File: src/rtl/core/assert_macros.svh
// Assertion helpers for the RTL.
`ifndef ASSERT_MACROS_SVH
`define ASSERT_MACROS_SVH

// Same-cycle implication, checked at every rising edge outside reset.
`define ASSERT_IMP(label, clk, rst, ante, cons) \
   label: assert property (@(posedge clk) disable iff (rst) (ante) |-> (cons)) \
      else $error("same-cycle implication violated");

// Next-cycle implication, checked at every rising edge outside reset.
`define ASSERT_NXT(label, clk, rst, ante, cons) \
   label: assert property (@(posedge clk) disable iff (rst) (ante) |=> (cons)) \
      else $error("next-cycle implication violated");

`endif

File: src/rtl/core/hsv2rgb_pkg.sv
package hsv2rgb_pkg;

   localparam int unsigned HUE_W             = 16;
   localparam int unsigned PCT_W             = 7;
   localparam int unsigned BYTE_W            = 8;
   localparam int unsigned PRD_W             = 14;   // holds a product of two percents
   localparam int unsigned HUE_FRAC_BITS_DEF = 4;
   localparam int unsigned PCT_FULL          = 100;
   localparam int unsigned PCT_SQ            = 10000;
   localparam int unsigned BYTE_MAX          = 255;
   localparam int unsigned RECIP_SHIFT       = 32;   // fixed-point scale of reciprocals

endpackage

File: src/rtl/core/hsv2rgb_if.sv
interface hsv2rgb_req_if;
   import hsv2rgb_pkg::*;

   logic             valid;
   logic             ready;
   logic [HUE_W-1:0] hue;
   logic [PCT_W-1:0] saturation;
   logic [PCT_W-1:0] brightness;

   modport source (output valid, output hue, output saturation, output brightness,
                   input ready);
   modport sink   (input valid, input hue, input saturation, input brightness,
                   output ready);
endinterface

interface hsv2rgb_rsp_if;
   import hsv2rgb_pkg::*;

   logic              valid;
   logic              ready;
   logic [BYTE_W-1:0] red;
   logic [BYTE_W-1:0] green;
   logic [BYTE_W-1:0] blue;

   modport source (output valid, output red, output green, output blue, input ready);
   modport sink   (input valid, input red, input green, input blue, output ready);
endinterface

File: src/rtl/core/hsv_to_rgb_converter.sv
// HSV to 8-bit RGB converter, seven register stages.
// A word accepted on req_chan passes through stages 1 to 7 in order and shows on
// rsp_chan from the stage 7 register.
// Throughput: one word per clock unless stalled; a full stage waits for its
// successor to move; output stalls fill bubbles before req_chan.ready drops.
// Reset (synchronous, active high) empties every stage; payload is not cleared.
`include "assert_macros.svh"

module hsv_to_rgb_converter #(
   parameter int unsigned HUE_FRAC_BITS = hsv2rgb_pkg::HUE_FRAC_BITS_DEF
) (
   input logic            clock,
   input logic            reset,
   hsv2rgb_req_if.sink    req_chan,
   hsv2rgb_rsp_if.source  rsp_chan
);
   import hsv2rgb_pkg::*;

   localparam int unsigned STAGES = 7;
   localparam int unsigned CHANS  = 3;

   // Angle spans in hue units.
   localparam longint unsigned UNIT = 64'd1 << HUE_FRAC_BITS;
   localparam longint unsigned SPAN = 60 * UNIT;         // one 60-degree sector
   localparam longint unsigned TURN = 6 * SPAN;          // full turn
   localparam longint unsigned DEN  = PCT_SQ * SPAN;     // common denominator

   // Hue reduction: quotient estimate by reciprocal, then one correction.
   localparam longint unsigned RECIP_TURN = (64'd1 << RECIP_SHIFT) / TURN;
   localparam int unsigned HW   = $clog2(TURN);
   localparam int unsigned RW   = ((HW > HUE_W) ? HW : HUE_W) + 1;
   localparam int unsigned RTW  = $clog2(RECIP_TURN + 1);
   localparam int unsigned QW   = $clog2(((64'd1 << HUE_W) - 1) / TURN + 2);
   localparam int unsigned HPW  = (HUE_W + RTW > RECIP_SHIFT + QW) ?
                                  HUE_W + RTW : RECIP_SHIFT + QW;

   // Sector position and channel numerators.
   localparam int unsigned SW   = $clog2(SPAN + 1);
   localparam int unsigned NW   = $clog2(DEN + 1);

   // Final scale by 255/DEN: estimate by reciprocal, then one correction.
   localparam longint unsigned RECIP_DEN = (longint'(BYTE_MAX) << RECIP_SHIFT) / DEN;
   localparam int unsigned RDW  = $clog2(RECIP_DEN + 1);
   localparam int unsigned QPW  = (NW + RDW > RECIP_SHIFT + BYTE_W) ?
                                  NW + RDW : RECIP_SHIFT + BYTE_W;
   localparam int unsigned LW   = NW + BYTE_W + 1;

   // Sectors, named by the hues they run between.
   typedef enum logic [2:0] {
      SEC_RY, SEC_YG, SEC_GC, SEC_CB, SEC_BM, SEC_MR
   } sector_type;

   function automatic logic [PCT_W-1:0] clamp_pct(input logic [PCT_W-1:0] x);
      return (x > PCT_W'(PCT_FULL)) ? PCT_W'(PCT_FULL) : x;
   endfunction

   // ------------------------------------------------------------------
   // Flow control: a stage loads when it is empty or its successor moves.
   // ------------------------------------------------------------------
   logic [STAGES:1]   vld_ff;
   logic [STAGES+1:1] move;

   always_comb begin
      move[STAGES+1] = rsp_chan.ready;
      for (int k = STAGES; k >= 1; k--) begin
         move[k] = !vld_ff[k] || move[k+1];
      end
   end

   assign req_chan.ready = move[1];

   always_ff @(posedge clock) begin
      if (reset) begin
         vld_ff <= '0;
      end else begin
         if (move[1]) begin
            vld_ff[1] <= req_chan.valid;
         end
         for (int k = 2; k <= STAGES; k++) begin
            if (move[k]) begin
               vld_ff[k] <= vld_ff[k-1];
            end
         end
      end
   end

   // ------------------------------------------------------------------
   // Stage 1: clamp percents, estimate the number of whole turns.
   // ------------------------------------------------------------------
   logic [HPW-1:0]   hue_prod;
   logic [QW-1:0]    turns1_ff;
   logic [HUE_W-1:0] hue1_ff;
   logic [PCT_W-1:0] sat1_ff, val1_ff;

   assign hue_prod = HPW'(req_chan.hue) * HPW'(RECIP_TURN);

   always_ff @(posedge clock) begin
      if (move[1]) begin
         turns1_ff <= hue_prod[RECIP_SHIFT +: QW];
         hue1_ff   <= req_chan.hue;
         sat1_ff   <= clamp_pct(req_chan.saturation);
         val1_ff   <= clamp_pct(req_chan.brightness);
      end
   end

   // ------------------------------------------------------------------
   // Stage 2: finish hue mod turn; chroma and offset percent products.
   // ------------------------------------------------------------------
   logic [RW-1:0]    hue_diff;
   logic [HW-1:0]    ang2_in, ang2_ff;
   logic [PRD_W-1:0] chr2_ff, off2_ff;

   always_comb begin
      hue_diff = RW'(hue1_ff) - RW'(turns1_ff) * RW'(TURN);
      // the estimate is low by at most one turn
      if (hue_diff >= RW'(TURN)) begin
         ang2_in = HW'(hue_diff - RW'(TURN));
      end else begin
         ang2_in = HW'(hue_diff);
      end
   end

   always_ff @(posedge clock) begin
      if (move[2]) begin
         ang2_ff <= ang2_in;
         chr2_ff <= PRD_W'(sat1_ff) * PRD_W'(val1_ff);
         off2_ff <= PRD_W'(val1_ff) * PRD_W'(PCT_W'(PCT_FULL) - sat1_ff);
      end
   end

   // ------------------------------------------------------------------
   // Stage 3: sector and distance to the nearer primary.
   // ------------------------------------------------------------------
   sector_type       sec3_in, sec3_ff;
   logic [HW-1:0]    base3;
   logic [HW-1:0]    frac3;
   logic [SW-1:0]    tri3_in, tri3_ff;
   logic [PRD_W-1:0] chr3_ff, off3_ff;

   always_comb begin
      if (ang2_ff >= HW'(5 * SPAN)) begin
         sec3_in = SEC_MR;
         base3   = HW'(5 * SPAN);
      end else if (ang2_ff >= HW'(4 * SPAN)) begin
         sec3_in = SEC_BM;
         base3   = HW'(4 * SPAN);
      end else if (ang2_ff >= HW'(3 * SPAN)) begin
         sec3_in = SEC_CB;
         base3   = HW'(3 * SPAN);
      end else if (ang2_ff >= HW'(2 * SPAN)) begin
         sec3_in = SEC_GC;
         base3   = HW'(2 * SPAN);
      end else if (ang2_ff >= HW'(SPAN)) begin
         sec3_in = SEC_YG;
         base3   = HW'(SPAN);
      end else begin
         sec3_in = SEC_RY;
         base3   = '0;
      end
      frac3 = ang2_ff - base3;
      // falling edge of the triangle in odd sectors
      if (sec3_in inside {SEC_YG, SEC_CB, SEC_MR}) begin
         tri3_in = SW'(SPAN) - SW'(frac3);
      end else begin
         tri3_in = SW'(frac3);
      end
   end

   always_ff @(posedge clock) begin
      if (move[3]) begin
         sec3_ff <= sec3_in;
         tri3_ff <= tri3_in;
         chr3_ff <= chr2_ff;
         off3_ff <= off2_ff;
      end
   end

   // ------------------------------------------------------------------
   // Stage 4: numerators over DEN for C, X and m.
   // ------------------------------------------------------------------
   sector_type    sec4_ff;
   logic [NW-1:0] cn4_ff, xn4_ff, mn4_ff;

   always_ff @(posedge clock) begin
      if (move[4]) begin
         sec4_ff <= sec3_ff;
         cn4_ff  <= NW'(chr3_ff) * NW'(SPAN);
         xn4_ff  <= NW'(chr3_ff) * NW'(tri3_ff);
         mn4_ff  <= NW'(off3_ff) * NW'(SPAN);
      end
   end

   // ------------------------------------------------------------------
   // Stage 5: arrange by sector and add the offset. Sum never exceeds DEN.
   // ------------------------------------------------------------------
   logic [NW-1:0] ch5 [CHANS];
   logic [NW-1:0] num5_ff [CHANS];

   always_comb begin
      case (sec4_ff)
         SEC_RY: begin
            ch5[0] = cn4_ff; ch5[1] = xn4_ff; ch5[2] = '0;
         end
         SEC_YG: begin
            ch5[0] = xn4_ff; ch5[1] = cn4_ff; ch5[2] = '0;
         end
         SEC_GC: begin
            ch5[0] = '0;     ch5[1] = cn4_ff; ch5[2] = xn4_ff;
         end
         SEC_CB: begin
            ch5[0] = '0;     ch5[1] = xn4_ff; ch5[2] = cn4_ff;
         end
         SEC_BM: begin
            ch5[0] = xn4_ff; ch5[1] = '0;     ch5[2] = cn4_ff;
         end
         default: begin
            ch5[0] = cn4_ff; ch5[1] = '0;     ch5[2] = xn4_ff;
         end
      endcase
   end

   always_ff @(posedge clock) begin
      if (move[5]) begin
         for (int c = 0; c < CHANS; c++) begin
            num5_ff[c] <= ch5[c] + mn4_ff;
         end
      end
   end

   // ------------------------------------------------------------------
   // Stage 6: byte estimate floor(num * 255/DEN), low by at most one.
   // ------------------------------------------------------------------
   logic [QPW-1:0]    scl6 [CHANS];
   logic [BYTE_W-1:0] est6_ff [CHANS];
   logic [NW-1:0]     num6_ff [CHANS];

   always_comb begin
      for (int c = 0; c < CHANS; c++) begin
         scl6[c] = QPW'(num5_ff[c]) * QPW'(RECIP_DEN);
      end
   end

   always_ff @(posedge clock) begin
      if (move[6]) begin
         for (int c = 0; c < CHANS; c++) begin
            est6_ff[c] <= scl6[c][RECIP_SHIFT +: BYTE_W];
            num6_ff[c] <= num5_ff[c];
         end
      end
   end

   // ------------------------------------------------------------------
   // Stage 7: bump the estimate when 255*num still reaches (est+1)*DEN.
   // ------------------------------------------------------------------
   logic [LW-1:0]     lhs7 [CHANS];
   logic [LW-1:0]     rhs7 [CHANS];
   logic [BYTE_W-1:0] rgb7_in [CHANS];
   logic [BYTE_W-1:0] rgb7_ff [CHANS];

   always_comb begin
      for (int c = 0; c < CHANS; c++) begin
         lhs7[c] = LW'(num6_ff[c]) * LW'(BYTE_MAX);
         rhs7[c] = LW'((BYTE_W + 1)'(est6_ff[c]) + (BYTE_W + 1)'(1)) * LW'(DEN);
         if (lhs7[c] >= rhs7[c] && est6_ff[c] != BYTE_W'(BYTE_MAX)) begin
            rgb7_in[c] = est6_ff[c] + BYTE_W'(1);
         end else begin
            rgb7_in[c] = est6_ff[c];
         end
      end
   end

   always_ff @(posedge clock) begin
      if (move[7]) begin
         for (int c = 0; c < CHANS; c++) begin
            rgb7_ff[c] <= rgb7_in[c];
         end
      end
   end

   assign rsp_chan.valid = vld_ff[STAGES];
   assign rsp_chan.red   = rgb7_ff[0];
   assign rsp_chan.green = rgb7_ff[1];
   assign rsp_chan.blue  = rgb7_ff[2];

   // ------------------------------------------------------------------
   // Checks
   // ------------------------------------------------------------------
   // a full pipe with a stalled output must refuse new words
   `ASSERT_IMP(a_full_stall, clock, reset, (&vld_ff) && !rsp_chan.ready, !req_chan.ready)
   // hue reduction lands inside one turn
   `ASSERT_IMP(a_ang_range, clock, reset, vld_ff[2], ang2_ff < HW'(TURN))
   // triangle position never exceeds a sector
   `ASSERT_IMP(a_tri_range, clock, reset, vld_ff[3], tri3_ff <= SW'(SPAN))
   // channel plus offset never exceeds full scale
   `ASSERT_IMP(a_num_range, clock, reset, vld_ff[5],
               num5_ff[0] <= NW'(DEN) && num5_ff[1] <= NW'(DEN) && num5_ff[2] <= NW'(DEN))

endmodule

File: src/flat_wrapper.sv
// flat-port wrapper written by rule: the top's interface ports become plain ports
module hsv_to_rgb_converter_flat import hsv2rgb_pkg::*;
#(
   parameter int unsigned HUE_FRAC_BITS = hsv2rgb_pkg::HUE_FRAC_BITS_DEF
)
  (clock, reset, req_chan_valid, req_chan_hue, req_chan_saturation, req_chan_brightness, req_chan_ready, rsp_chan_valid, rsp_chan_red, rsp_chan_green, rsp_chan_blue, rsp_chan_ready);
  hsv2rgb_req_if req_chan_i ();
  hsv2rgb_rsp_if rsp_chan_i ();
  input logic clock;
  input logic reset;
  input wire logic [$bits(req_chan_i.valid)-1:0] req_chan_valid;
  input wire logic [$bits(req_chan_i.hue)-1:0] req_chan_hue;
  input wire logic [$bits(req_chan_i.saturation)-1:0] req_chan_saturation;
  input wire logic [$bits(req_chan_i.brightness)-1:0] req_chan_brightness;
  output wire logic [$bits(req_chan_i.ready)-1:0] req_chan_ready;
  output wire logic [$bits(rsp_chan_i.valid)-1:0] rsp_chan_valid;
  output wire logic [$bits(rsp_chan_i.red)-1:0] rsp_chan_red;
  output wire logic [$bits(rsp_chan_i.green)-1:0] rsp_chan_green;
  output wire logic [$bits(rsp_chan_i.blue)-1:0] rsp_chan_blue;
  input wire logic [$bits(rsp_chan_i.ready)-1:0] rsp_chan_ready;
  assign req_chan_i.valid = req_chan_valid;
  assign req_chan_i.hue = req_chan_hue;
  assign req_chan_i.saturation = req_chan_saturation;
  assign req_chan_i.brightness = req_chan_brightness;
  assign req_chan_ready = req_chan_i.ready;
  assign rsp_chan_valid = rsp_chan_i.valid;
  assign rsp_chan_red = rsp_chan_i.red;
  assign rsp_chan_green = rsp_chan_i.green;
  assign rsp_chan_blue = rsp_chan_i.blue;
  assign rsp_chan_i.ready = rsp_chan_ready;
  hsv_to_rgb_converter #(.HUE_FRAC_BITS(HUE_FRAC_BITS)) u_core (.clock(clock), .reset(reset), .req_chan(req_chan_i), .rsp_chan(rsp_chan_i));
endmodule
File: config.mk
export PLATFORM = sky130hd
export DESIGN_NAME = hsv_to_rgb_converter_flat
export DESIGN_NICKNAME = d
export VERILOG_FILES = /design/src/rtl/core/hsv2rgb_pkg.sv /design/src/rtl/core/hsv2rgb_if.sv /design/src/rtl/core/hsv_to_rgb_converter.sv /design/src/flat_wrapper.sv
export VERILOG_INCLUDE_DIRS = /design/src /design/src/rtl/core
export SDC_FILE = /design/constraint.sdc
export NUM_CORES = 2
export LEC_CHECK = 0
export BUFFER_PORTS_ARGS = -buffer_cell sky130_fd_sc_hd__buf_2
export CAP_MARGIN = 20
export CORE_MARGIN = 1.5
export CORE_UTILIZATION = 60
export CTS_CLUSTER_SIZE = 20
export DETAILED_ROUTE_END_ITERATION = 8
export PLACE_DENSITY_LB_ADDON = 0.08
export RECOVER_POWER = 100
export SYNTH_ARGS = -nofsm -noshare
export SYNTH_HDL_FRONTEND = slang
export SYNTH_SLANG_ARGS = --single-unit
export TNS_END_PERCENT = 20
File: constraint.sdc
create_clock -name clock -period 18 [get_ports clock]
set_clock_uncertainty 0.15 [all_clocks]
set_input_delay 0 -clock clock [delete_from_list [all_inputs] [get_ports clock]]
set_output_delay 0 -clock clock [all_outputs]
set_load 0.02 [all_outputs]
Word-level counts from Yosys, hierarchy flattened --
Memories as Yosys holds them, arrays and structs flattened. Index checks and enable logic that the tools add are counted.
Cells by class: add/sub/neg operators 14, multipliers 16, order comparisons 11, equality and inequality tests 10, mux-type cells 22, reduce and logical (&&, ||, !) cells 19
Operator list (count):
- $pmux W72 S5 | 1
- $mul A24 B17 Y40 const B | 3
- $ge A32 B33 Y1 | 3
- $mul A33 B14 Y23 const B | 3
- $mul A24 B8 Y32 const B | 3
- $add A24 B24 Y24 | 3
- $mux W10 | 6
- $mul A14 B4 Y18 const B | 2
- $mul A16 B19 Y35 const B | 1
- $add A8 B1 Y9 const B | 3
- $ge A13 B12 Y1 const B | 2
- $add A8 B1 Y8 const B | 3
- $mul A14 B10 Y24 | 1
- $mux W8 | 3
- $ne A8 B8 Y1 const B | 3
- $ge A17 B13 Y1 const B | 1
- $sub A16 B17 Y17 | 1
- $gt A7 B7 Y1 const B | 2
- $mul A7 B14 Y14 | 1
- $mul A7 B7 Y14 | 1
- $ge A13 B10 Y1 const B | 1
- $ge A13 B11 Y1 const B | 1
- $ge A13 B13 Y1 const B | 1
- $mux W13 | 1
- 15 further kinds | 42
Storage, ports and cells: flip-flop bits (word level) 186, bits in writable memories 192, input port bits 34, logic and storage cells 118, memories kept 4
Memory list:
- u_core.num5_ff | depth 3, width 24, read ports 3, clocked after memory_dff 0, wr ports 3, line hsv_to_rgb_converter.sv:197 | logic [NW-1:0] num5_ff [CHANS];
- u_core.num6_ff | depth 3, width 24, read ports 3, clocked after memory_dff 0, wr ports 3, line hsv_to_rgb_converter.sv:235 | logic [NW-1:0] num6_ff [CHANS];
- u_core.est6_ff | depth 3, width 8, read ports 3, clocked after memory_dff 0, wr ports 3, line hsv_to_rgb_converter.sv:234 | logic [BYTE_W-1:0] est6_ff [CHANS];
- u_core.rgb7_ff | depth 3, width 8, read ports 3, clocked after memory_dff 0, wr ports 3, line hsv_to_rgb_converter.sv:258 | logic [BYTE_W-1:0] rgb7_ff [CHANS];

Logic depth before layout (Yosys ltp) --
word-level depth 9, mapped depth 32, depth with buffers taken out 31

Worst setup path after synthesis --
OpenSTA, ideal clock, no wires.
path type reg-to-reg, start point memory u_core.est6_ff[0][0], end point memory u_core.rgb7_ff[0][1] (data pin), library setup time 260 ps, data arrival time 7454 ps, slack 10136 ps, cell stages (with the launch flop) 32, buffers on the path 1, period minus slack after synthesis 7864 ps, path through edfxtp_1 > ha_1 > and3_1 > and3_1 > clkbuf_1 > xor2_1 > inv_1 > fa_1 > fa_1 > inv_1 > fa_1 > inv_1 > fa_1 > inv_1 > ha_1 > inv_1 > o21ba_2 > o31ai_1 > a211oi_1 > a21oi_1 > a21o_1 > a31oi_1 > xor2_1 > ha_1 > nand3_1 > or3_1 > nor2_1 > nand3_1 > or3_4 > a211oi_4 > nand2_4 > mux2_4
RTL lines (line):
- start: declaration | hsv_to_rgb_converter.sv:234
- end: declaration | hsv_to_rgb_converter.sv:258

==> summary.md <==
| Metric | Value |
|---|---|
| Outcome | `complete, but fails checks` |
| Violated checks | `capacitance limit, slew limit` |
| Syn. warnings | `0` |
| Hold crit path type | `primary input to flop` |
| Post-layout min period | `9.22 ns` |
| Critical-path maximum fanout | `7` |
| Die width | `350 um` |
| Share of layout cells above drive strength 1 | `1.95%` |
| Final Worst Setup Slack | `8.78 ns` |
| Ant. Diodes | `0` |
| Slowest CP cell | `a211oi_1` |
| Crit path top cell by count | `inv_1` |
| Antenna violations before repair | `7` |
| Clock slew at reported path FFs | `0.06 ns` |
| Final setup viols | `0` |
| Met2 global-route usage | `43.0%` |
| Port bufs | `59` |
| First-pass GRT wire length | `248000 um` |
| Rel. slew slack | `-179%` |
| Arr. time, crit path | `9.45 ns` |
| Post-route DRC | `0` |
| Vias in the first global route | `49900` |
| # fillers | `9641` |
| Final Net Count | `9477` |
| WL final | `144000 um` |
| Hpwl dp | `124000 um` |
| Initial Util | `60.8%` |
| CORE AREA | `0.119 mm2` |
| Worst-Margin Slew | `4.18 ns` |
| Fin. Hold Viols | `0` |
| Slew Viols, Final | `344` |
| Netlist cell types | `88` |
| Synth Net Count | `9373` |
| Num rows | `126` |
| Register area | `0.0112 mm2` |
| Worst reg2reg path startpoint | `u_core.est6_ff[0][0]` |
| Die height | `350 um` |
| Yosys reg bits | `375` |
| H-tree depth | `2` |
| Post-DR vias/cell | `5.37` |
| Max Clk Rate | `108 MHz` |
| Met3 Track Usage GR | `2.29%` |
| DRT iter0 DRCs | `2090` |
| 1st-pass router iterations | `5` |
| GRT Util Overall | `25.3%` |
| Area Overhead vs Synth | `5.75%` |
| CTS sink cnt | `375` |
| Area of the multi-input gates | `0.0539 mm2` |
| Clock Tree Buf Depth | `3` |
| Die area | `0.122 mm2` |
| CP peak stage delay | `0.97 ns` |
| CP required | `18.23 ns` |
| Startpoint type of the worst setup path | `flop` |
| Largest net degree at the start of global routing | `73` |
| Setup crit start | `u_core.est6_ff[0][0]` |
| Pre-CTS setup slack | `9.40 ns` |
| Min-delay src | `rsp_chan_ready` |
| Routed len/inst | `16.7 um` |
| Crit path capture type | `flop` |
| Setup TNS | `0 ns` |
| Top-area cell type share of the netlist area | `34.3%` |
| Clk_lat worst skew | `0.64 ns` |
| # Max-Cap Violations | `7` |
| CTS tree | `done` |
| Cells after synthesis | `6878` |
| Cell Area, Synth | `0.0721 mm2` |
| GPL Wtd Cong | `0.885` |
| Async S/R FF share, synth | `0%` |
| Largest area contributor in the netlist | `fa_1` |
| PostCTS Resize Cnt | `0` |
| Most Used Layer, Global Route | `met2` |
| Congestion Overflow GR | `0` |
| Avg Inst Size Synth | `10.5 um2` |
| Final ANT Viol Nets | `0` |
| Total number of vias | `46300` |
| Synth top area cells | `fa_1, ha_1, edfxtp_1, inv_1, xnor2_1` |
| Io pins | `60` |
| Total clock buffers created by CTS | `48` |
| Root Buffer Master | `clkbuf_16` |
| Kind of critical path | `flop to flop` |
| Part of the Yosys area used for sequential elements | `15.5%` |
| GRT met1 Usage | `35.3%` |
| Ys flop type | `edfxtp_1` |
| Number of synthesized flops with an enable pin | `368` |
| Post CTS Setup Buffer Count | `0` |
| RSZ-0062 raised after global routing | `false` |
| Fin crit share | `51.2%` |
[flip-flops by register name (all words and copies together) (netlist names), 16 cells and up]
register / cells
u_core.num5_ff: 72
u_core.rgb7_ff: 24
u_core.mn4_ff: 17
u_core.num6_ff: 72
u_core.est6_ff: 24
u_core.xn4_ff: 24
u_core.cn4_ff: 18
u_core.hue1_ff: 16
[routing by layer]
layer  wire length (um)  share of wire (%)
met1              66900                 46
met2              69100                 48
met3               5120                3.6
met4               3110                2.2
met5                  0                  0
[path summary, 6_finish.rpt]
path | end | slack (ns) | cells past startpoint
setup reg to reg | u_core.rgb7_ff[0][1] | 8.78 | 30
hold / removal | u_core.vld_ff[7] | 0.06 | 5
setup / recovery | u_core.rgb7_ff[0][1] | 8.78 | 30
hold reg to reg | u_core.off3_ff[11] | 0.26 | 0
[cells in the final DEF (no fill, tap or decap), types with 39 or more instances in the layout]
cell and instances:
clkbuf_1 61, clkbuf_16 49, edfxtp_1 368, nand2_1 277, nand3_1 79, a22o_1 50
nor2_1 183, fa_1 1236, inv_1 1789, and3_1 39, nand4_1 39, dlygate4sd3_1 47
and2_1 104, xnor2_1 232, a21o_1 134, o21bai_1 49, a21oi_1 237, xor2_1 123
o21ai_0 140, ha_1 1225, nor3_1 67
[final cells by class]
class	count	area share, %
clock buffer	54	1.63
clock inverter	32	0.524
inverter	1791	8.83
multi-input combinational	4649	70.7
sequential	375	14.7
tap	1600	2.63
timing repair buffer	117	0.995
[cell usage after synthesis, types with 32 or more instances]
cell type / instances
inv_1: 1791
fa_1: 1236
ha_1: 1225
edfxtp_1: 368
nand2_1: 277
a21oi_1: 237
xnor2_1: 232
nor2_1: 183
o21ai_0: 139
a21o_1: 134
and2_1: 128
xor2_1: 123
nand3_1: 79
nor3_1: 67
clkbuf_1: 60
a22o_1: 50
o21bai_1: 49
and3_1: 39
nand4_1: 39
nor2b_1: 38
a211oi_1: 32
[cells by family after synthesis]
family                     after synthesis  share of synthesized area, %
muxes                                   12                         0.186
xor gates and xnor gates               355                          4.32
adders and majority gates             2463                          55.6
and+or+nand+nor                        952                          6.52
buffers and inverters                 1854                          9.66
AOI/OAI and AO/OA                      867                          8.14
DFF                                    375                          15.5
[critical path: cells and delay by family (launching register included)]
kind                       cells  cell delay (ns)
adders and majority gates      7             3.11
AOI/OAI and AO/OA              7             2.25
and+or+nand+nor                8             1.76
DFF                            1             0.55
xor gates and xnor gates       2             0.41
buffers and inverters          5             0.37
muxes                          1             0.36
[repair_timing]
item / in CTS / in global routing
endpoints found under the setup margin: 0 / 0
hold buffers: 47 / 0
hold endpoints to repair: 38 / 0
[through the flow]
stage,util [%],area (um2),hold slack (ns),instances
after floorplan,-,72100,-0.0809,6878
after CTS,64.4,76300,0.00330,8617
after detailed placement,62.6,74200,0.0429,8484
after global routing,64.3,76200,0.0775,8618
final,64.3,76200,0.0601,8618
after global placement,62.6,74200,0.0406,8484
Power is left out: the tool's default activity adds up to more than one toggle a clock period on the data nets, which glitch-free logic cannot reach.
